`src/design/isrf_pkg.sv`:
```
// ----------------------------------------------------------------------------
// isrf_pkg: shared types and constants of the relabel filter
// Item kinds, field widths, counter limits and the layout of one map entry.
// ----------------------------------------------------------------------------
`default_nettype none

package isrf_pkg;

  // Item kinds carried on the input channel.
  typedef enum logic [1:0] {
    KIND_CLEAR    = 2'd0,
    KIND_TERMINAL = 2'd1,
    KIND_EDGE     = 2'd2
  } kind_e;

  // Field widths.
  localparam int unsigned KindW   = 2;
  localparam int unsigned IdxW    = 12;
  localparam int unsigned TermW   = 13;
  localparam int unsigned CntW    = 32;
  localparam int unsigned WeightW = 64;

  // Epoch tag stored with each map entry. A tag of zero is never current,
  // so the sweep writes zero to mark every entry as unmapped.
  localparam int unsigned EpochW = 8;

  localparam logic [TermW-1:0]  TermMax    = '1;
  localparam logic [CntW-1:0]   CntMax     = '1;
  localparam logic [EpochW-1:0] EpochFirst = EpochW'(1);
  localparam logic [EpochW-1:0] EpochLast  = '1;

  // One entry of the vertex map: the epoch it was written in and its index.
  typedef struct packed {
    logic [EpochW-1:0] epoch;
    logic [IdxW-1:0]   idx;
  } map_entry_t;

endpackage

`default_nettype wire

```
`src/design/isrf_map_ctrl.sv`:
```
// ----------------------------------------------------------------------------
// isrf_map_ctrl: map write control
// Terminal numbering, the current epoch, and the sweep that invalidates
// every map entry after reset and when the epoch tag runs out.
// ----------------------------------------------------------------------------
`default_nettype none

module isrf_map_ctrl #(
  parameter int unsigned MaxVertices = 4096,
  parameter int unsigned AddrW       = 12
) (
  input  wire                                clk_i,
  input  wire                                rst_ni,
  input  wire                                accept_i,
  input  wire [isrf_pkg::KindW-1:0]          kind_i,
  input  wire [isrf_pkg::IdxW-1:0]           vertex_i,
  output logic                               sweep_busy_o,
  output logic [isrf_pkg::EpochW-1:0]        epoch_o,
  output logic                               wr_en_o,
  output logic [AddrW-1:0]                   wr_addr_o,
  output isrf_pkg::map_entry_t               wr_data_o
);

  logic                         sweep_q, sweep_d;
  logic [AddrW-1:0]             sweep_addr_q, sweep_addr_d;
  logic [isrf_pkg::EpochW-1:0]  epoch_q, epoch_d;
  logic [isrf_pkg::TermW-1:0]   term_q, term_d;
  logic                         in_range;

  assign in_range = 32'(vertex_i) < 32'(MaxVertices);

  // Write port: the sweep owns it while running, otherwise terminal loads.
  always_comb begin
    wr_en_o   = sweep_q || (accept_i && (kind_i == isrf_pkg::KIND_TERMINAL) && in_range);
    wr_addr_o = sweep_q ? sweep_addr_q : AddrW'(vertex_i);
    if (sweep_q) begin
      wr_data_o = '{epoch: '0, idx: '0};
    end else begin
      wr_data_o = '{epoch: epoch_q, idx: term_q[isrf_pkg::IdxW-1:0]};
    end
  end

  // Next state of the counters and the sweep.
  always_comb begin
    sweep_d      = sweep_q;
    sweep_addr_d = sweep_addr_q;
    epoch_d      = epoch_q;
    term_d       = term_q;
    if (sweep_q) begin
      sweep_addr_d = sweep_addr_q + AddrW'(1);
      if (sweep_addr_q == AddrW'(MaxVertices - 1)) begin
        sweep_d      = 1'b0;
        sweep_addr_d = '0;
      end
    end else if (accept_i) begin
      case (kind_i)
        isrf_pkg::KIND_CLEAR: begin
          term_d = '0;
          if (epoch_q == isrf_pkg::EpochLast) begin
            epoch_d = isrf_pkg::EpochFirst;
            sweep_d = 1'b1;
          end else begin
            epoch_d = epoch_q + isrf_pkg::EpochW'(1);
          end
        end
        isrf_pkg::KIND_TERMINAL: begin
          if (term_q != isrf_pkg::TermMax) begin
            term_d = term_q + isrf_pkg::TermW'(1);
          end
        end
        default: begin
        end
      endcase
    end
  end

  always_ff @(posedge clk_i or negedge rst_ni) begin
    if (!rst_ni) begin
      sweep_q      <= 1'b1;
      sweep_addr_q <= '0;
      epoch_q      <= isrf_pkg::EpochFirst;
      term_q       <= '0;
    end else begin
      sweep_q      <= sweep_d;
      sweep_addr_q <= sweep_addr_d;
      epoch_q      <= epoch_d;
      term_q       <= term_d;
    end
  end

  assign sweep_busy_o = sweep_q;
  assign epoch_o      = epoch_q;

endmodule

`default_nettype wire

```
`config.mk`:
```
export PLATFORM = sky130hd
export DESIGN_NAME = isrf_map_ctrl
export DESIGN_NICKNAME = d
export VERILOG_FILES = /design/src/design/isrf_pkg.sv /design/src/design/isrf_map_ctrl.sv
export SDC_FILE = /design/constraint.sdc
export NUM_CORES = 1
export LEC_CHECK = 0
export BUFFER_PORTS_ARGS = -buffer_cell sky130_fd_sc_hd__buf_2
export CORE_ASPECT_RATIO = 0.9
export CORE_MARGIN = 2
export CORE_UTILIZATION = 35
export DETAILED_ROUTE_END_ITERATION = 16
export GPL_ROUTABILITY_DRIVEN = 0
export MAX_ROUTING_LAYER = met4
export PLACE_DENSITY = 0.6
export SLEW_MARGIN = 15
export SYNTH_ARGS = -nofsm -noshare
export SYNTH_HDL_FRONTEND = slang
export SYNTH_SLANG_ARGS = --single-unit
```
`constraint.sdc`:
```
create_clock -name clk_i -period 1.9 [get_ports clk_i]
set_input_delay 0.095 -clock clk_i [delete_from_list [all_inputs] [get_ports clk_i]]
set_output_delay 0.095 -clock clk_i [all_outputs]
set_load 0.05 [all_outputs]
```
Yosys cells after proc, flatten, opt, wreduce, memory -nomap -nowiden
Index checks and enable logic that the tools add are counted.

RAM bits: 0. Word-level logic and storage cells: 30. Input bits: 17. Latch bits: 0. Memories kept: 0. Memory bits (read-only): 0. Output and inout bits: 42. Register bits after elaboration: 34.

Bitwise gates (word level): 1. $mul: 0. Magnitude comparators: 0. Shifts and indexed selects: 0. Reduce and logical (&&, ||, !) cells: 6. $add $sub $neg: 3. Muxes and demuxes: 11. Equal/unequal tests: 5. Divide/modulo/power cells: 0.

Operators by type and width (count): 13-bit one-hot mux with 2 select lines (1); 12-bit 2-to-1 mux (2); 20-bit 2-to-1 mux (1); 13-bit by 1-bit adder with 13-bit output, second input constant (1); 13-bit 2-to-1 mux (1); 13-bit inequality test, second input constant (1); 12-bit by 1-bit adder with 12-bit output, second input constant (1); 12-bit == test, second input constant (1); 8-bit by 1-bit adder with 8-bit output, second input constant (1); 8-bit == test, second input constant (1); 8-bit 2-to-1 mux (1); 1-bit 2-to-1 mux (5); 4-bit AND reduction (1); 3-bit AND reduction (1); 2-bit by 1-bit == test with 1-bit output, second input constant (1); 2-bit zero test (1); 2-bit by 1-bit inequality test with 1-bit output, second input constant (1); 2-bit nonzero test (1); 1-bit logical AND (1); 1-bit logical OR (1); 1-bit inverter (1).

Longest topological paths before layout
Depth in word-level cells: 5. Mapped depth: 6.

Worst setup path after synthesis
No wires, ideal clock.

Kind: reg-to-output. Start: reg sweep_q (netlist: sweep_busy_o). End: out wr_en_o. Setup slack: -0.048 ns. Cell stages (with the launch flop): 4. Arrival: 1.853 ns. Path buffers: 2. Required time: 1.805 ns. Cell sequence: dfstp_2 clkbuf_1 clkbuf_1 o21bai_1.

Word-level cells in the longest chain between the ends: 1.

RTL lines: start: declaration (RTL line isrf_map_ctrl.sv:24) `logic sweep_q, sweep_d;`; start signal: assignment (RTL line isrf_map_ctrl.sv:84) `sweep_q <= sweep_d;`; 1-bit logical OR (RTL line isrf_map_ctrl.sv:34) `wr_en_o = sweep_q || (accept_i && (kind_i == isrf_pkg::KIND_TERMINAL) && in_range);`; end: declaration (RTL line isrf_map_ctrl.sv:19) `output logic wr_en_o,`.

Every way passes these cells.

Final worst setup path
Start: reg sweep_q (netlist: sweep_busy_o). End: out wr_addr_o[7].

Word-level cells in the longest chain between the ends: 1.

RTL lines: 12-bit 2-to-1 mux (RTL line isrf_map_ctrl.sv:35) `wr_addr_o = sweep_q ? sweep_addr_q : AddrW'(vertex_i);`; end: declaration (RTL line isrf_map_ctrl.sv:20) `output logic [AddrW-1:0] wr_addr_o,`.

Every way passes these cells.

==> reports/metrics.cfg <==
[floorplanning]
dieArea_sq_um = 6520
fp.dieW_um = 84.9
io-pin-count = 59
rows = 26
start_util_pct = 36.2
coreArea_sq_um = 5690
die_h_um = 76.8

[flow_run]
cap_violations = 0

[timing]
max_freq_mhz = 551
whs_ps = 232
min_period_ps = 1810
finalSetupViolCount = 0
hold_viol = 0
finClkSkew_ps = 3.66
rsz0062_at_grt = no
fin_crit_sh_pct = 95.5
maxSlewHeadroom_pct = 49.1
finalSetupTns_ps = 0
slew_violations = 0
setup_ws_ps = 86.0
worst_slew_pin_slew_ps = 763

[setup_path]
reg2reg_depth = 5
reg2reg_to = term_q[10]
endpoint_kind = primary output
cp.arrival_ps = 1720
crit_type = reg2out
reg2reg_setup_slack_ps = 140
start_kind = flip-flop
reg2reg_from = term_q[1]
worstPathMaxFanout = 15
worstPathRequired_ps = 1800

[placed_design]
place_area_sq_um = 2510
place.port_buffers = 58
dp.cells = 348
dp_hpwl_um = 3510
post-place-ws_ps = 96.7

[finish]
finalNetCount = 306
register_area_sq_um = 855
finalNonFillerCells = 357
diodes = 0
area_delta_synth_final_pct = 26.9
final_cell_area_sq_um = 2620
multi_input_area_sq_um = 1160
fill_cells = 567
fin_util_pct = 46.0
drive_gt1_share_pct = 36.2

[yosys]
synth_cell_types = 40
synth_area_leaders = dfrtp_1 (39%), mux2_2 (7.1%), nor2b_1 (6.4%)
ys_top_cells_by_count = dfrtp_1 (32), nor2b_1 (21), nand2_1 (18), nand3_1 (15), mux2_2 (13)
synth_top_flop_cell = dfrtp_1
ys_seq_area_share_pct = 41.4
synth_seq_cells = 34
synth_most_common_cell = dfrtp_1
synth_fp_nets = 235
postSynthAreaPerCell_sq_um = 9.59
synth_top_area_cell = dfrtp_1
synth_edf_count = 0
ys_warn_count = 0
syn_area_sq_um = 2060
synth_top_area_share_pct = 38.8
syn_inst = 215
synth-async-reset-ratio_pct = 100

[clock_tree]
htreeDepth = 2
path_clk_slew_ps = 70
clock_sinks = 34
clkLatencyLatePin_ps = 290
root_buffer = clkbuf_8
cts_made_buffers = 5
cts_tree = built
cts.path.max_buffers = 2

[drt]
ant_nets = 0
avgRoutedWirePerCell_um = 13.5
first_iter_violations = 132
highest_layer = met4
num_vias = 1867
drtPass1Iterations = 5
drt_wl_total_um = 4800
routed_via_density = 5.23
wl_met3_um = 286
wl_met1_um = 2400
drc_errors = 0
wl_met2_um = 2040

[outcome]
outcome = complete, no violations

[power]
combPwrFrac_pct = 4.2
report.power.total_mw = 1.34
p_leak_nw = 1.23
power_density_nw_per_um2 = 513
swShare_pct = 22.6
power_frac_seq_pct = 54.4
pwr-share-clk_pct = 41.4
intPower_mw = 1.04
ir_drop_uv = 263
power.net_switching_uw = 304

[global_route]
track_usage_pct = 16.0
grt_pass1_wl_um = 8050
antenna_found_initial = 0
grt_pass1_vias = 1707
overflow = 0
grt_max_degree = 35

[worst_hold_path]
hold_start = kind_i[0]
holdPathEnd = epoch_o[7]
holdPathStages = 4
hold_class = in2reg

[cells by family (layout without fill, tap and decap cells)]
family,count (synthesis),in the layout,share of synthesized area (%)
adders and majority gates,3,3,1.82
xor gates and xnor gates,15,15,6.37
muxes,15,15,8.07
and+or+nand+nor,101,101,29.6
DFF,34,34,41.4
AOI/OAI and AO/OA,33,33,9.83
buffers and inverters,14,86,2.97
[cell type report]
| type | count | area share [%] |
|---|---|---|
| sequential | 34 | 32.6 |
| tap | 70 | 3.35 |
| clock buffer | 7 | 3.30 |
| multi-input combinational | 167 | 44.3 |
| clock inverter | 1 | 0.191 |
| inverter | 5 | 0.717 |
| timing repair buffer | 73 | 15.5 |
[worst max-delay path, stage by stage, from the launching register on]
cell and delay [ps]:
dfstp_2 600, buf_4 250, mux2_2 360, buf_2 210
[state kept, by name, summed over array words and instances, names as in the netlist]
name and cells:
epoch_o 8, sweep_busy_o 1, sweep_addr_q 12, term_q 13
[cell usage in the layout (no fill, tap or decap), types with 4 or more instances in the layout]
master / n
a31oi_1: 10
and3_1: 7
and4_1: 4
buf_2: 58
buf_4: 14
clkbuf_8: 6
dfrtp_1: 31
inv_1: 5
mux2_2: 13
nand2_1: 18
nand3_1: 15
nand3b_1: 4
nand4_1: 5
nor2_1: 12
nor2b_1: 21
o21ai_0: 10
o31ai_1: 5
xnor2_1: 11
xor2_1: 4
[power groups by stage]
stage / Sequential (mW) / Clock, mW / Combinational [mW]
after global placement: 0.744 / 0 / 0.0557
after floorplan: 0.753 / 0 / 0.00888
after detailed placement: 0.744 / 0 / 0.0559
final: 0.731 / 0.557 / 0.0561
after CTS: 0.731 / 0.572 / 0.0579
after global routing: 0.731 / 0.605 / 0.0638
[timing repair]
| action | CTS | global route |
|---|---|---|
| endpoints found under the hold margin | 32 | 0 |
| resized for setup | 0 | 2 |
| buffers inserted | 0 | 0 |
| hold buffers | 1 | 0 |
| endpoints found under the setup margin | 0 | 9 |
[routing by layer]
| metal | track usage [%] | vias up |
|---|---|---|
| li1 | - | 924 |
| met2 | 22.5 | 57 |
| met1 | 22.0 | 880 |
| met5 | - | - |
| met4 | 5.71 | 0 |
| met3 | 4.41 | 6 |
[worst max path at each step]
stage / endpoint / slack (ps) / cells after the start / from
floorplan: wr_en_o / 110 / 3 / sweep_busy_o
global placement: term_q[3] / 140 / 5 / term_q[0]
detailed placement: term_q[10] / 100 / 5 / term_q[0]
CTS: wr_addr_o[7] / 70 / 3 / sweep_busy_o
global route: wr_addr_o[10] / 2 / 3 / sweep_busy_o
finish: wr_addr_o[7] / 90 / 3 / sweep_busy_o
No activity file was read; power rests on OpenSTA's default activity.
