===== config.mk =====
export PLATFORM = sky130hd
export DESIGN_NAME = isrf_edge_stage
export DESIGN_NICKNAME = d
export VERILOG_FILES = /design/src/design/isrf_pkg.sv /design/src/design/isrf_edge_stage.sv
export SDC_FILE = /design/constraint.sdc
export NUM_CORES = 1
export LEC_CHECK = 0
export ABC_AREA = 1
export BUFFER_PORTS_ARGS = -buffer_cell sky130_fd_sc_hd__buf_2
export CORE_ASPECT_RATIO = 0.6
export CORE_MARGIN = 2
export CORE_UTILIZATION = 40
export CTS_BUF_LIST = sky130_fd_sc_hd__clkbuf_4 sky130_fd_sc_hd__clkbuf_8
export DETAILED_ROUTE_END_ITERATION = 10
export PLACE_DENSITY = 0.7
export SYNTH_ARGS = -nofsm -noshare
export SYNTH_HDL_FRONTEND = slang
export SYNTH_SLANG_ARGS = --single-unit

===== constraint.sdc =====
create_clock -name clk_i -period 12 [get_ports clk_i]
set_input_delay 3.6 -clock clk_i [delete_from_list [all_inputs] [get_ports clk_i]]
set_output_delay 3.6 -clock clk_i [all_outputs]
set_load 0.03 [all_outputs]

===== src/design/isrf_pkg.sv =====
// ----------------------------------------------------------------------------
// isrf_pkg: shared types and constants of the relabel filter
// Item kinds, field widths, counter limits and the layout of one map entry.
// ----------------------------------------------------------------------------
`default_nettype none

package isrf_pkg;

  // Item kinds carried on the input channel.
  typedef enum logic [1:0] {
    KIND_CLEAR    = 2'd0,
    KIND_TERMINAL = 2'd1,
    KIND_EDGE     = 2'd2
  } kind_e;

  // Field widths.
  localparam int unsigned KindW   = 2;
  localparam int unsigned IdxW    = 12;
  localparam int unsigned TermW   = 13;
  localparam int unsigned CntW    = 32;
  localparam int unsigned WeightW = 64;

  // Epoch tag stored with each map entry. A tag of zero is never current,
  // so the sweep writes zero to mark every entry as unmapped.
  localparam int unsigned EpochW = 8;

  localparam logic [TermW-1:0]  TermMax    = '1;
  localparam logic [CntW-1:0]   CntMax     = '1;
  localparam logic [EpochW-1:0] EpochFirst = EpochW'(1);
  localparam logic [EpochW-1:0] EpochLast  = '1;

  // One entry of the vertex map: the epoch it was written in and its index.
  typedef struct packed {
    logic [EpochW-1:0] epoch;
    logic [IdxW-1:0]   idx;
  } map_entry_t;

endpackage

`default_nettype wire


===== src/design/isrf_edge_stage.sv =====
// ----------------------------------------------------------------------------
// isrf_edge_stage: edge check and result register
// Holds the accepted item beside the map read data, decides whether an
// edge is kept, counts kept edges and drives the output register.
// ----------------------------------------------------------------------------
`default_nettype none

module isrf_edge_stage #(
  parameter int unsigned MaxVertices = 4096
) (
  input  wire                                clk_i,
  input  wire                                rst_ni,
  input  wire                                accept_i,
  input  wire [isrf_pkg::KindW-1:0]          kind_i,
  input  wire [isrf_pkg::IdxW-1:0]           vertex_i,
  input  wire [isrf_pkg::IdxW-1:0]           other_vertex_i,
  input  wire [isrf_pkg::WeightW-1:0]        edge_weight_i,
  input  wire [isrf_pkg::EpochW-1:0]         epoch_i,
  input  wire isrf_pkg::map_entry_t          rd_data_a_i,
  input  wire isrf_pkg::map_entry_t          rd_data_b_i,
  output logic                               busy_o,
  output logic                               out_valid_o,
  input  wire                                out_stall_i,
  output logic [isrf_pkg::IdxW-1:0]          new_first_o,
  output logic [isrf_pkg::IdxW-1:0]          new_second_o,
  output logic [isrf_pkg::WeightW-1:0]       kept_weight_o,
  output logic [isrf_pkg::CntW-1:0]          kept_count_o
);

  typedef struct packed {
    logic [isrf_pkg::KindW-1:0]   kind;
    logic [isrf_pkg::WeightW-1:0] weight;
    logic [isrf_pkg::EpochW-1:0]  epoch;
    logic                         a_ok;
    logic                         b_ok;
  } stage_t;

  logic                          s1_valid_q, s1_valid_d;
  stage_t                        s1_q;
  logic                          out_valid_q, out_valid_d;
  logic [isrf_pkg::CntW-1:0]     edge_cnt_q, edge_cnt_d;
  logic [isrf_pkg::CntW-1:0]     edge_cnt_inc;
  logic [isrf_pkg::IdxW-1:0]     first_q;
  logic [isrf_pkg::IdxW-1:0]     second_q;
  logic [isrf_pkg::WeightW-1:0]  weight_q;
  logic [isrf_pkg::CntW-1:0]     count_q;
  logic                          out_ready;
  logic                          hit_a;
  logic                          hit_b;
  logic                          kept;

  // The output slot is free when empty or being taken this cycle.
  assign out_ready = !out_valid_q || !out_stall_i;
  assign busy_o    = s1_valid_q && !out_ready;

  // An endpoint is mapped when in range and written in the current epoch.
  assign hit_a = s1_q.a_ok && (rd_data_a_i.epoch == s1_q.epoch);
  assign hit_b = s1_q.b_ok && (rd_data_b_i.epoch == s1_q.epoch);
  assign kept  = s1_valid_q && (s1_q.kind == isrf_pkg::KIND_EDGE) && hit_a && hit_b;

  assign edge_cnt_inc = (edge_cnt_q == isrf_pkg::CntMax) ?
                        edge_cnt_q : edge_cnt_q + isrf_pkg::CntW'(1);

  // Control next state: stage occupancy, result valid and kept-edge count.
  always_comb begin
    s1_valid_d  = s1_valid_q;
    out_valid_d = out_valid_q;
    edge_cnt_d  = edge_cnt_q;
    if (out_ready) begin
      s1_valid_d  = 1'b0;
      out_valid_d = kept;
      if (s1_valid_q && (s1_q.kind == isrf_pkg::KIND_CLEAR)) begin
        edge_cnt_d = '0;
      end else if (kept) begin
        edge_cnt_d = edge_cnt_inc;
      end
    end
    if (accept_i) begin
      s1_valid_d = 1'b1;
    end
  end

  always_ff @(posedge clk_i or negedge rst_ni) begin
    if (!rst_ni) begin
      s1_valid_q  <= 1'b0;
      out_valid_q <= 1'b0;
      edge_cnt_q  <= '0;
    end else begin
      s1_valid_q  <= s1_valid_d;
      out_valid_q <= out_valid_d;
      edge_cnt_q  <= edge_cnt_d;
    end
  end

  // Stage payload, loaded on an accepted beat.
  always_ff @(posedge clk_i) begin
    if (accept_i) begin
      s1_q.kind   <= kind_i;
      s1_q.weight <= edge_weight_i;
      s1_q.epoch  <= epoch_i;
      s1_q.a_ok   <= 32'(vertex_i) < 32'(MaxVertices);
      s1_q.b_ok   <= 32'(other_vertex_i) < 32'(MaxVertices);
    end
  end

  // Result payload, loaded when a kept edge moves into the output slot.
  always_ff @(posedge clk_i) begin
    if (out_ready && kept) begin
      first_q  <= rd_data_a_i.idx;
      second_q <= rd_data_b_i.idx;
      weight_q <= s1_q.weight;
      count_q  <= edge_cnt_inc;
    end
  end

  assign out_valid_o   = out_valid_q;
  assign new_first_o   = first_q;
  assign new_second_o  = second_q;
  assign kept_weight_o = weight_q;
  assign kept_count_o  = count_q;

endmodule

`default_nettype wire


# Word-level counts from Yosys, hierarchy flattened
# Index checks and enable logic that the tools add are counted.
# totals
register_bits,228
# op_classes
addsub,1
n_eq_ne,4
n_mux,5
reduce_logical,14
# ops
cell,n
$mux 32,3
$add 32x1->32 const B,1
$eq 32x32->1 const B,1
$eq 8x8->1,2
$logic_and 1x1->1,6
$reduce_bool 2->1,2
$logic_not 1->1,3
$eq 2x2->1 const B,1
$logic_not 2->1,1
$mux 1,2
$reduce_and 2->1,1
$logic_or 1x1->1,1

# Longest topological paths before layout
# Gate-level depths: netlist of run 1.
# logic_depth
depth_word,6
mapped_depth,12
depth_no_buf,11

# Least setup slack after synthesis of run 1
# OpenSTA, ideal clock, no wires.
# synth_path
path_kind,input -> register
start,input port rd_data_a_i[13] (netlist name)
end,"register count_q, in the netlist kept_count_o[0], enable pin"
setup_time_ns,0.746
t_arrival_ns,12.187
required_ns,11.254
path_slack_ns,-0.933
stages,5
n_path_buf,0
path_cell_list,xnor2_1 inv_1 nor2_1 nand4_1 nor3_1
# synth_via
elab_chain_cells,4
# synth_lines
item,line_no,rtl
start: declaration,isrf_edge_stage.sv:19,"input wire isrf_pkg::map_entry_t rd_data_a_i,"
$eq 8x8->1,isrf_edge_stage.sv:57,assign hit_a = s1_q.a_ok && (rd_data_a_i.epoch == s1_q.epoch);
$logic_and 1x1->1 (2 in series),isrf_edge_stage.sv:59,assign kept = s1_valid_q && (s1_q.kind == isrf_pkg::KIND_EDGE) && hit_a && hit_b;
$logic_and 1x1->1,isrf_edge_stage.sv:108,if (out_ready && kept) begin
end signal: assignment,isrf_edge_stage.sv:112,count_q <= edge_cnt_inc;
end: declaration,isrf_edge_stage.sv:46,logic [isrf_pkg::CntW-1:0] count_q;
# Every way passes these cells.
# A chain may end at the register's enable or synchronous reset.

# Final worst setup path of run 1
# layout_path
start,input port out_stall_i
end,output port busy_o
# layout_via
elab_chain_cells,4
# layout_lines
item,line_no,rtl
start: declaration,isrf_edge_stage.sv:23,"input wire out_stall_i,"
$logic_not 1->1,isrf_edge_stage.sv:53,assign out_ready = !out_valid_q || !out_stall_i;
$logic_or 1x1->1,isrf_edge_stage.sv:53,
$logic_not 1->1,isrf_edge_stage.sv:54,assign busy_o = s1_valid_q && !out_ready;
$logic_and 1x1->1,isrf_edge_stage.sv:54,
end: declaration,isrf_edge_stage.sv:21,"output logic busy_o,"
# Every way passes these cells.

==> run metrics, run 1 <==
clock transition at the registers of the reported paths=0.06 ns; Switch Pwr=about 320 µW; I/O pin count=264; flops & latches, synth=228; P&R area growth vs syn=24.3%; IO Port Bufs=239; Synth area leaders=edfxtp_1, dfrtp_1, nand2_1, nand3_1, nor2_1; area leader, netlist=edfxtp_1; Setup violations, final=0; share of cells above drive strength 1=0.338; Post-DP Area=10300 µm²; crit path cell chain=buf_2 -> nand2_1 -> nor2_1 -> buf_2; Slew @ Worst Pin=1.17 ns; CP arrival=4.18 ns; Crit Path Max Fanout=6; asr flop ratio synth=0.149; WL final=20100 µm; row cnt=42; first-pass GRT wire length=31300 µm; GPL Wtd Cong=0.945; Seq. cell area=6680 µm²; Yosys top cell area share=0.660; total of max-cap violations=0; Die Span X=196 µm; Clock Latency Late Sink=0.53 ns; Starting DRT DRC Count=542; largest net degree at the start of global routing=76; Worst slew margin=0.221; Layout Cells excl Fill=roughly 1300; cts repair resizes=0; f_max=around 0.13 GHz; Inst Count DP=1213; critical path endpoint category=output port; final instance area=between 10000 and 15000 µm²; Netlist cell types=27; sequential cell fraction of total power=0.579; fillcell total=around 1900; First-pass DRT Iterations=6; Final Max Slew Viols=0; Max Clock Skew=0.0159 ns; CTS sink count=~230; hold-fix buffers at CTS=0; most used cell, CP=buf_2; worst min path class=reg -> reg; total track usage=0.174; Worst EP required=about 8.4 ns; vias in the first global route=around 5800; Layout Nets=1107; leading cell types in the layout, fill and taps excluded=buf_2, nand2_1, edfxtp_1, nor2_1, nand3_1; commonest non-fill, non-tap cell in the layout=buf_2; Post-CTS Repair Setup Buffers=0; leakage=around 0.0048 µW; maximum clock insertion buffer count=3; DIE HEIGHT=119 µm; ant diodes=0; switching share of power=0.210; CTS tree=done; Top FF cell, synth=edfxtp_1; via count=a little over 6000; Post-DRT Antenna Nets=0; initial antenna violation count=0; Mapped Nets=~840; Tot Pwr=1540 µW; Final Hold Fails=0; setup TNS=0 ns; status=finished clean; clock share of power=0.393; Synth Warn #=0; slowest cell on the critical path=buf_2; CTS Buf Count=35; cell area after synthesis=8830 µm²; Post-synth EDFFs=194; Tcrit/Tclk final=0.648; DIE AREA=around 23000 µm²; unrepaired setup endpoints after global routing=false; Tmin final=between 7 and 8 ns; Logic pwr share=0.028; syn_area_per_cell=~13 µm²; CTS root buf=clkbuf_8; Pint=1220 µW; DP HPWL=between 10000 and 15000 µm; cell count after synthesis=696; Initial Util=0.404; # DRC=0; Power Density=140 nW/µm²; CTS HTree Levels=2; Worst Setup Start Kind=input port; CP peak stage delay=0.22 ns; total gr overflow=0; per-cell routed wire length=roughly 16 µm; DR vias/cell=4.76; Max VDD drop=0.0948 mV; reg2reg setup slack=9.42 ns; Core ar.=21900 µm²; proportion of synthesized chip area in sequential cells=0.756; area of the multi-input gates=~1900 µm²; crit path kind=in -> out
-- worst max-delay path: cells and delay by family --
kind | cells | cell delay (ns)
simple gates | 2 | 0.28
buf+inv | 2 | 0.30
-- synth_stat cells (all sizes together) (2+ instances only) --
cell / count
edfxtp: 194
buf: 9
nand3: 70
clkbuf: 3
or2: 8
nor2: 74
dfrtp: 34
inv: 42
a21oi: 2
xor2: 3
xnor2: 4
nand2: 224
nand3b: 14
o21ai: 7
nor3: 2
nand4: 4
-- path summary, 6_finish.rpt --
path / end / startpoint / cells past startpoint
max in group asynchronous: s1_valid_q$_DFFE_PN0P_ / rst_ni / 1
min in group asynchronous: edge_cnt_q[10]$_DFFE_PN0P_ / rst_ni / 1
min: kept_weight_o[35]$_DFFE_PP_ / s1_q[45]$_DFFE_PP_ / 0
max reg2reg: edge_cnt_q[15]$_DFFE_PN0P_ / edge_cnt_q[0]$_DFFE_PN0P_ / 9
min reg2reg: kept_weight_o[35]$_DFFE_PP_ / s1_q[45]$_DFFE_PP_ / 0
max: busy_o / out_stall_i / 4
-- layout make-up --
class | count | share of cell area
clock buffers | 46 | 0.0520
flip-flops and latches | 228 | 0.608
repair buffers | 243 | 0.112
well taps | 286 | 0.0326
multi-input cells | 414 | 0.174
inverters | 42 | 0.0144
clock inverters | 13 | 0.00661
-- per-stage QoR --
stage,utilization,hold slack (ns),worst slack [ns]
final,0.502,0.413,4.22
after global routing,0.502,0.418,4.15
after CTS,0.502,0.413,4.22
after detailed placement,0.473,0.405,4.22
after global placement,0.473,0.400,4.21
after floorplan,-,0.400,2.80
-- layer usage --
metal / up-vias / share of wire / track usage / routed length (µm)
met2: 295 / 0.39 / 0.235 / 7940
met4: 0 / 0.015 / 0.0473 / 296
met3: 30 / 0.12 / 0.0683 / 2340
met1: 2814 / 0.47 / 0.257 / 9570
li1: 2911 / - / - / -
met5: - / 0 / 0 / 0
-- state kept, by name, summed over array words and instances, names as in the netlist --
signal and count:
s1_q 74, kept_weight_o 64, edge_cnt_q 32, new_first_o 12, kept_count_o 32, new_second_o 12
out_valid_o 1, s1_valid_q 1
-- power groups by stage --
stage | Combinational [µW] | Clock, µW | Sequential, µW
floorplan | 14.1 | 0 | 904
global placement | 42.7 | 0 | 905
detailed placement | 44.6 | 0 | 907
CTS | 44.7 | 631 | 891
global route | 50.4 | 668 | 892
finish | 43.8 | 605 | 891
-- cell families (layout without fill, tap and decap cells) --
logic type,after synthesis,count (layout),synth area share
AO/OA/AOI/OAI,9,9,0.00552
flip-flops,228,228,0.756
buffers and inverters,54,344,0.0285
adder cells (fa/ha/maj),1,1,0.00142
AND/OR/NAND/NOR,397,397,0.202
XOR/XNOR,7,7,0.00694
No activity file was read; power rests on OpenSTA's default activity.
==> run 2: changes to the inputs <==
==> constraint.sdc (replaced) <==
create_clock -name clk_i -period 7.8 [get_ports clk_i]
set_input_delay 2.34 -clock clk_i [delete_from_list [all_inputs] [get_ports clk_i]]
set_output_delay 2.34 -clock clk_i [all_outputs]
set_load 0.03 [all_outputs]
==> run 2 against run 1 <==
Clock power rose by 74%. Largest power group unchanged. Critical endpoint unchanged. Hold slack improved by 0.00082 ns. Combinational power rose by 55%. Largest cell class unchanged.
==> run metrics, run 2 (same netlist as run 1, synthesis figures left out) <==
Tmin final=5.37 ns; unrepaired setup endpoints after global routing=false; Max VDD drop=0.181 mV (+91%); total track usage=0.182 (+0.00863); P&R area growth vs syn=25.4%; Max Clock Skew=0.0191 ns (+0.00315 ns); setup TNS=0 ns (unchanged); leading cell types in the layout, fill and taps excluded=buf_2, nand2_1, edfxtp_1, nor2_1, nand3_1; Layout Nets=1107 (unchanged); worst min path class=reg -> reg; Final Hold Fails=0 (unchanged); via count=6074 (+0.40%); GPL Wtd Cong=0.896 (-5.2%); leakage=0.00480 µW (+1.0%); per-cell routed wire length=16.6 µm (+4.5%); initial antenna violation count=3 (+3); Clock Latency Late Sink=0.54 ns (about the same); DIE HEIGHT=119 µm (unchanged); WL final=21100 µm (+5.0%); Tcrit/Tclk final=0.688; maximum clock insertion buffer count=3 (unchanged); fillcell total=1988 (+2.1%); Worst EP required=5.46 ns (-2.94 ns); vias in the first global route=5801 (+0.31%); Setup violations, final=0 (unchanged); Die Span X=196 µm (unchanged); Power Density=224 nW/µm² (+60%); share of cells above drive strength 1=0.342 (+0.00435); Final Max Slew Viols=0 (unchanged); most used cell, CP=buf_2; Post-DP Area=10300 µm² (unchanged); CTS sink count=228 (unchanged); Initial Util=0.404 (unchanged); # DRC=0 (unchanged); IO Port Bufs=239 (unchanged); I/O pin count=264 (unchanged); Worst Setup Start Kind=input port; Post-DRT Antenna Nets=0 (unchanged); dpl ws=2.42 ns (-1.80 ns); Worst slew margin=0.194 (-0.0270); Starting DRT DRC Count=459 (-15%); f_max=0.186 GHz; CTS root buf=clkbuf_8; CP delay by family, top=simple AND/OR/NAND/NOR gates; ant diodes=0 (unchanged); CTS HTree Levels=2 (unchanged); DP HPWL=14800 µm (+3.6%); DIE AREA=23300 µm² (unchanged); critical path endpoint category=output port; commonest non-fill, non-tap cell in the layout=buf_2; cts repair resizes=0 (unchanged); First-pass DRT Iterations=5 (-1); status=finished clean; Post-CTS Repair Setup Buffers=0 (unchanged); worst path bufs/invs=2 (unchanged); largest net degree at the start of global routing=76 (unchanged); slowest cell on the critical path=buf_2; final instance area=11100 µm² (+0.86%); max reg flops=74 (unchanged); CTS Buf Count=35 (unchanged); CP peak stage delay=0.23 ns (about the same); row cnt=42 (unchanged); DR vias/cell=4.76 (about the same); CTS tree=done; CP arrival=3.03 ns (-1.15 ns); Core ar.=21900 µm² (unchanged); Crit Path Max Fanout=6 (unchanged); total of max-cap violations=0 (unchanged); hold-fix buffers at CTS=0 (unchanged); crit path kind=in -> out; Biggest register=s1_q; clock transition at the registers of the reported paths=0.06 ns (about the same); first-pass GRT wire length=32300 µm (+3.2%); crit path setup slack, layout=2.43 ns (-1.79 ns); total gr overflow=0 (unchanged); crit path cell chain=buf_2 -> nand2_1 -> nor2_1 -> buf_2; Slew @ Worst Pin=1.21 ns (+0.0404 ns)
[run 2: cell count changes in the layout (fill, tap and decap cells not counted)]
| cell | change |
|---|---|
| clkinv_2 | +5 |
| bufinv_16 | +2 |
| clkbuf_8 | +3 |
| clkbuf_4 | -5 |
| clkinv_1 | -1 |
| clkinv_4 | +1 |
[run 2: where the power goes]
group          switching, µW  total, µW  internal, µW
registers               10.5       1370          1360
logic                   38.5       67.9          29.4
clock network            485       1050           562
total                    534       2480          1950
[run 2: final timing paths]
| path | cells past startpoint | from | endpoint | slack [ns] |
|---|---|---|---|---|
| setup / recovery | 4 | out_stall_i | busy_o | 2.43 |
| hold / removal | 0 | s1_q[43]$_DFFE_PP_ | kept_weight_o[33]$_DFFE_PP_ | 0.41 |
| setup reg to reg | 9 | edge_cnt_q[0]$_DFFE_PN0P_ | edge_cnt_q[18]$_DFFE_PN0P_ | 5.28 |
| hold reg to reg | 0 | s1_q[43]$_DFFE_PP_ | kept_weight_o[33]$_DFFE_PP_ | 0.41 |
| max in group asynchronous | 1 | rst_ni | edge_cnt_q[6]$_DFFE_PN0P_ | 5.36 |
| min in group asynchronous | 1 | rst_ni | edge_cnt_q[12]$_DFFE_PN0P_ | 1.91 |
[run 2: per-stage QoR]
step	std cells	total power (µW)	util	hold slack, ns
2_1_floorplan	696	1410	-	0.400
3_3_place_gp	1213	1460	0.473	0.400
3_5_place_dp	1213	1460	0.473	0.405
4_1_cts	1277	2520	0.506	0.417
5_1_grt	1277	2590	0.506	0.421
6_report	1277	2480	0.506	0.414
[run 2: per-layer routing]
layer,global-route usage,part of all wire,up-vias
met5,0,0.0018,-
met4,0.0469,0.014,6
met3,0.0603,0.097,33
li1,-,-,2911
met2,0.255,0.40,259
met1,0.272,0.49,2865
[run 2: cell type report]
type | count | area (µm²) | share of cell area
Clock inverter | 20 | 163 | 0.0147
Multi-Input combinational cell | 414 | 1910 | 0.173
Inverter | 42 | 158 | 0.0142
Tap cell | 286 | 358 | 0.0323
Timing Repair Buffer | 243 | 1230 | 0.111
Clock buffer | 44 | 574 | 0.0519
Sequential cell | 228 | 6680 | 0.603
[run 2: worst reg2reg max path: stages (launching register included)]
cell and delay [ns]:
dfrtp_1 0.47, ha_1 0.36, nand2_2 0.12, nor2_4 0.13, nand2_2 0.10, nor2_4 0.18, nand2_2 0.48, nand3_1 0.42
nand2_1 0.09, nand2_1 0.11
==> run 3: changes to the inputs <==
==> constraint.sdc (replaced) <==
create_clock -name clk_i -period 5 [get_ports clk_i]
set_input_delay 1.5 -clock clk_i [delete_from_list [all_inputs] [get_ports clk_i]]
set_output_delay 1.5 -clock clk_i [all_outputs]
set_load 0.03 [all_outputs]
==> run 3 against run 2 <==
Critical endpoint unchanged. Combinational power grew 61%. First-iteration DRC count grew 6.3%. Routed wire length shrank 3.2%. Design area grew 0.11%. Largest cell class unchanged. Clock skew grew 0.014 ns. Count of clock-buffer cells in the layout grew 2. Non-clock buffer count shrank 1. Sequential cell count is the same. Critical path depth is the same. Final cell count is the same.
==> run metrics, run 3 (same netlist as run 1, synthesis figures left out) <==
P&R area growth vs syn=25.5%; Worst Setup Start Kind=input port; worst reg2reg path startpoint=edge_cnt_q[0]$_DFFE_PN0P_; R2R cell count=9 (unchanged); Layout Cells excl Fill=1277 (unchanged); DR vias/cell=4.73 (-0.46%); beginning of the critical path=out_stall_i; Max Clock Skew=0.0328 ns (+0.0138 ns); crit path kind=in -> out; Max VDD drop=0.259 mV (+43%); CTS Buf Count=35 (unchanged); largest net degree at the start of global routing=89 (+17%); capturing point of the worst reg2reg path=edge_cnt_q[21]$_DFFE_PN0P_; reg2reg setup slack=2.46 ns (-2.82 ns); CTS HTree Levels=2 (unchanged); first-pass GRT wire length=31800 µm (-1.8%); Power Density=347 nW/µm² (+54%); share of cells above drive strength 1=0.345 (+0.00338); CTS tree=done; total of max-cap violations=0 (unchanged); Initial Util=0.404 (unchanged); initial antenna violation count=2 (-1); First-pass DRT Iterations=5 (unchanged); Tcrit/Tclk final=0.720; crit path cell chain=buf_2 -> nand2_1 -> nor2_1 -> buf_2; via count=6046 (-0.46%); IO Port Bufs=239 (unchanged); worst min path class=reg -> reg; Worst path depth=4 (unchanged); CP peak stage delay=0.23 ns (about the same); GPL Wtd Cong=0.866 (-3.3%); total track usage=0.179 (-0.00345); Final Hold Fails=0 (unchanged); hold-fix buffers at CTS=0 (unchanged); Post-DRT Antenna Nets=0 (unchanged); CTS root buf=clkbuf_8; Inst Count DP=1212 (-0.082%); Worst slew margin=0.188 (-0.00664); Clock Latency Late Sink=0.54 ns (about the same); final instance area=11100 µm² (+0.11%); commonest non-fill, non-tap cell in the layout=buf_2; fillcell total=1910 (-3.9%); leakage=0.00479 µW (-0.23%); # DRC=0 (unchanged); Slew @ Worst Pin=1.22 ns (+0.00994 ns); Final Max Slew Viols=0 (unchanged); Post-CTS Repair Setup Buffers=0 (unchanged); CP arrival=2.10 ns (-0.93 ns); unrepaired setup endpoints after global routing=false; status=finished clean; Worst EP required=3.50 ns (-1.96 ns); Biggest register=s1_q; Tot Pwr=3840 µW (+55%); maximum clock insertion buffer count=3 (unchanged); row cnt=42 (unchanged); I/O pin count=264 (unchanged); DIE HEIGHT=119 µm (unchanged); DIE AREA=23300 µm² (unchanged); critical path endpoint category=output port; Setup violations, final=0 (unchanged); slowest cell on the critical path=buf_2; f_max=approximately 0.28 GHz; total gr overflow=0 (unchanged); CTS sink count=228 (unchanged); cts repair resizes=0 (unchanged); Die Span X=196 µm (unchanged); Post-DP Area=10400 µm² (+0.23%); WL final=20500 µm (-3.2%); clock transition at the registers of the reported paths=0.07 ns (about the same); DP HPWL=14200 µm (-4.2%); Core ar.=21900 µm² (unchanged); per-cell routed wire length=16.0 µm (-3.2%); Crit Path Max Fanout=6 (unchanged); Layout Nets=1106 (-0.090%); max reg flops=74 (unchanged); vias in the first global route=5750 (-0.88%); most used cell, CP=buf_2; Tmin final=3.60 ns; Starting DRT DRC Count=488 (+6.3%); leading cell types in the layout, fill and taps excluded=buf_2, nand2_1, edfxtp_1, nor2_1, nand3_1; worst path bufs/invs=2 (unchanged); CP delay by family, top=buffers and inverters; CP endpoint=busy_o
[run 3: changes by cell type in the layout (fill, tap and decap cells not counted), sizes merged]
cell / delta
buf: -1
clkbuf: +2
clkinv: -2
clkinvlp: +1
diode: +1
inv: -1
[run 3: worst min-delay path by stage]
stage / start / to / slack, ns / cells past startpoint
6_report: s1_q[24]$_DFFE_PP_ / kept_weight_o[14]$_DFFE_PP_ / 0.42 / 0
3_5_place_dp: s1_q[28]$_DFFE_PP_ / kept_weight_o[18]$_DFFE_PP_ / 0.40 / 0
2_1_floorplan: s1_q[10]$_DFFE_PP_ / kept_weight_o[0]$_DFFE_PP_ / 0.40 / 0
4_1_cts: s1_q[28]$_DFFE_PP_ / kept_weight_o[18]$_DFFE_PP_ / 0.42 / 0
5_1_grt: s1_q[60]$_DFFE_PP_ / kept_weight_o[50]$_DFFE_PP_ / 0.42 / 0
3_3_place_gp: s1_q[63]$_DFFE_PP_ / kept_weight_o[53]$_DFFE_PP_ / 0.40 / 0
[run 3: cell type report]
type	count	area [µm²]	share of cell area
Sequential cell	228	6680	0.602
Multi-Input combinational cell	414	1930	0.174
Timing Repair Buffer	242	1230	0.111
Clock buffer	46	577	0.0520
Tap cell	286	358	0.0323
Inverter	42	158	0.0142
Clock inverter	18	146	0.0132
Antenna cell	1	2.50	0.000226
[run 3: power breakdown]
part	total, µW	internal [µW]	switching, µW
Sequential	2140	2120	17.0
Clock	1590	869	726
Combinational	109	47.1	62.0
Total	3840	3040	805
[run 3: per-stage QoR]
step / setup WS, ns / utilization / hold slack [ns] / setup TNS, ns
6_report: 1.40 / 0.507 / 0.416 / 0
5_1_grt: 1.33 / 0.507 / 0.423 / 0
4_1_cts: 1.42 / 0.507 / 0.418 / 0
3_5_place_dp: 1.43 / 0.474 / 0.405 / 0
3_3_place_gp: 1.42 / 0.474 / 0.400 / 0
2_1_floorplan: -0.228 / - / 0.400 / -27.41
[run 3: metal layers]
layer	wire (µm)	share of wire	track usage
met1	9820	0.48	0.270
met2	7970	0.39	0.236
met3	2270	0.11	0.0668
met4	400	0.020	0.0535
met5	13	0.00063	0
[run 3: worst reg2reg max path, delay by kind of cell, from the launching register on]
kind / cells / cell delay, ns
adders and majority gates: 1 / 0.35
and+or+nand+nor: 8 / 1.66
DFF: 1 / 0.47
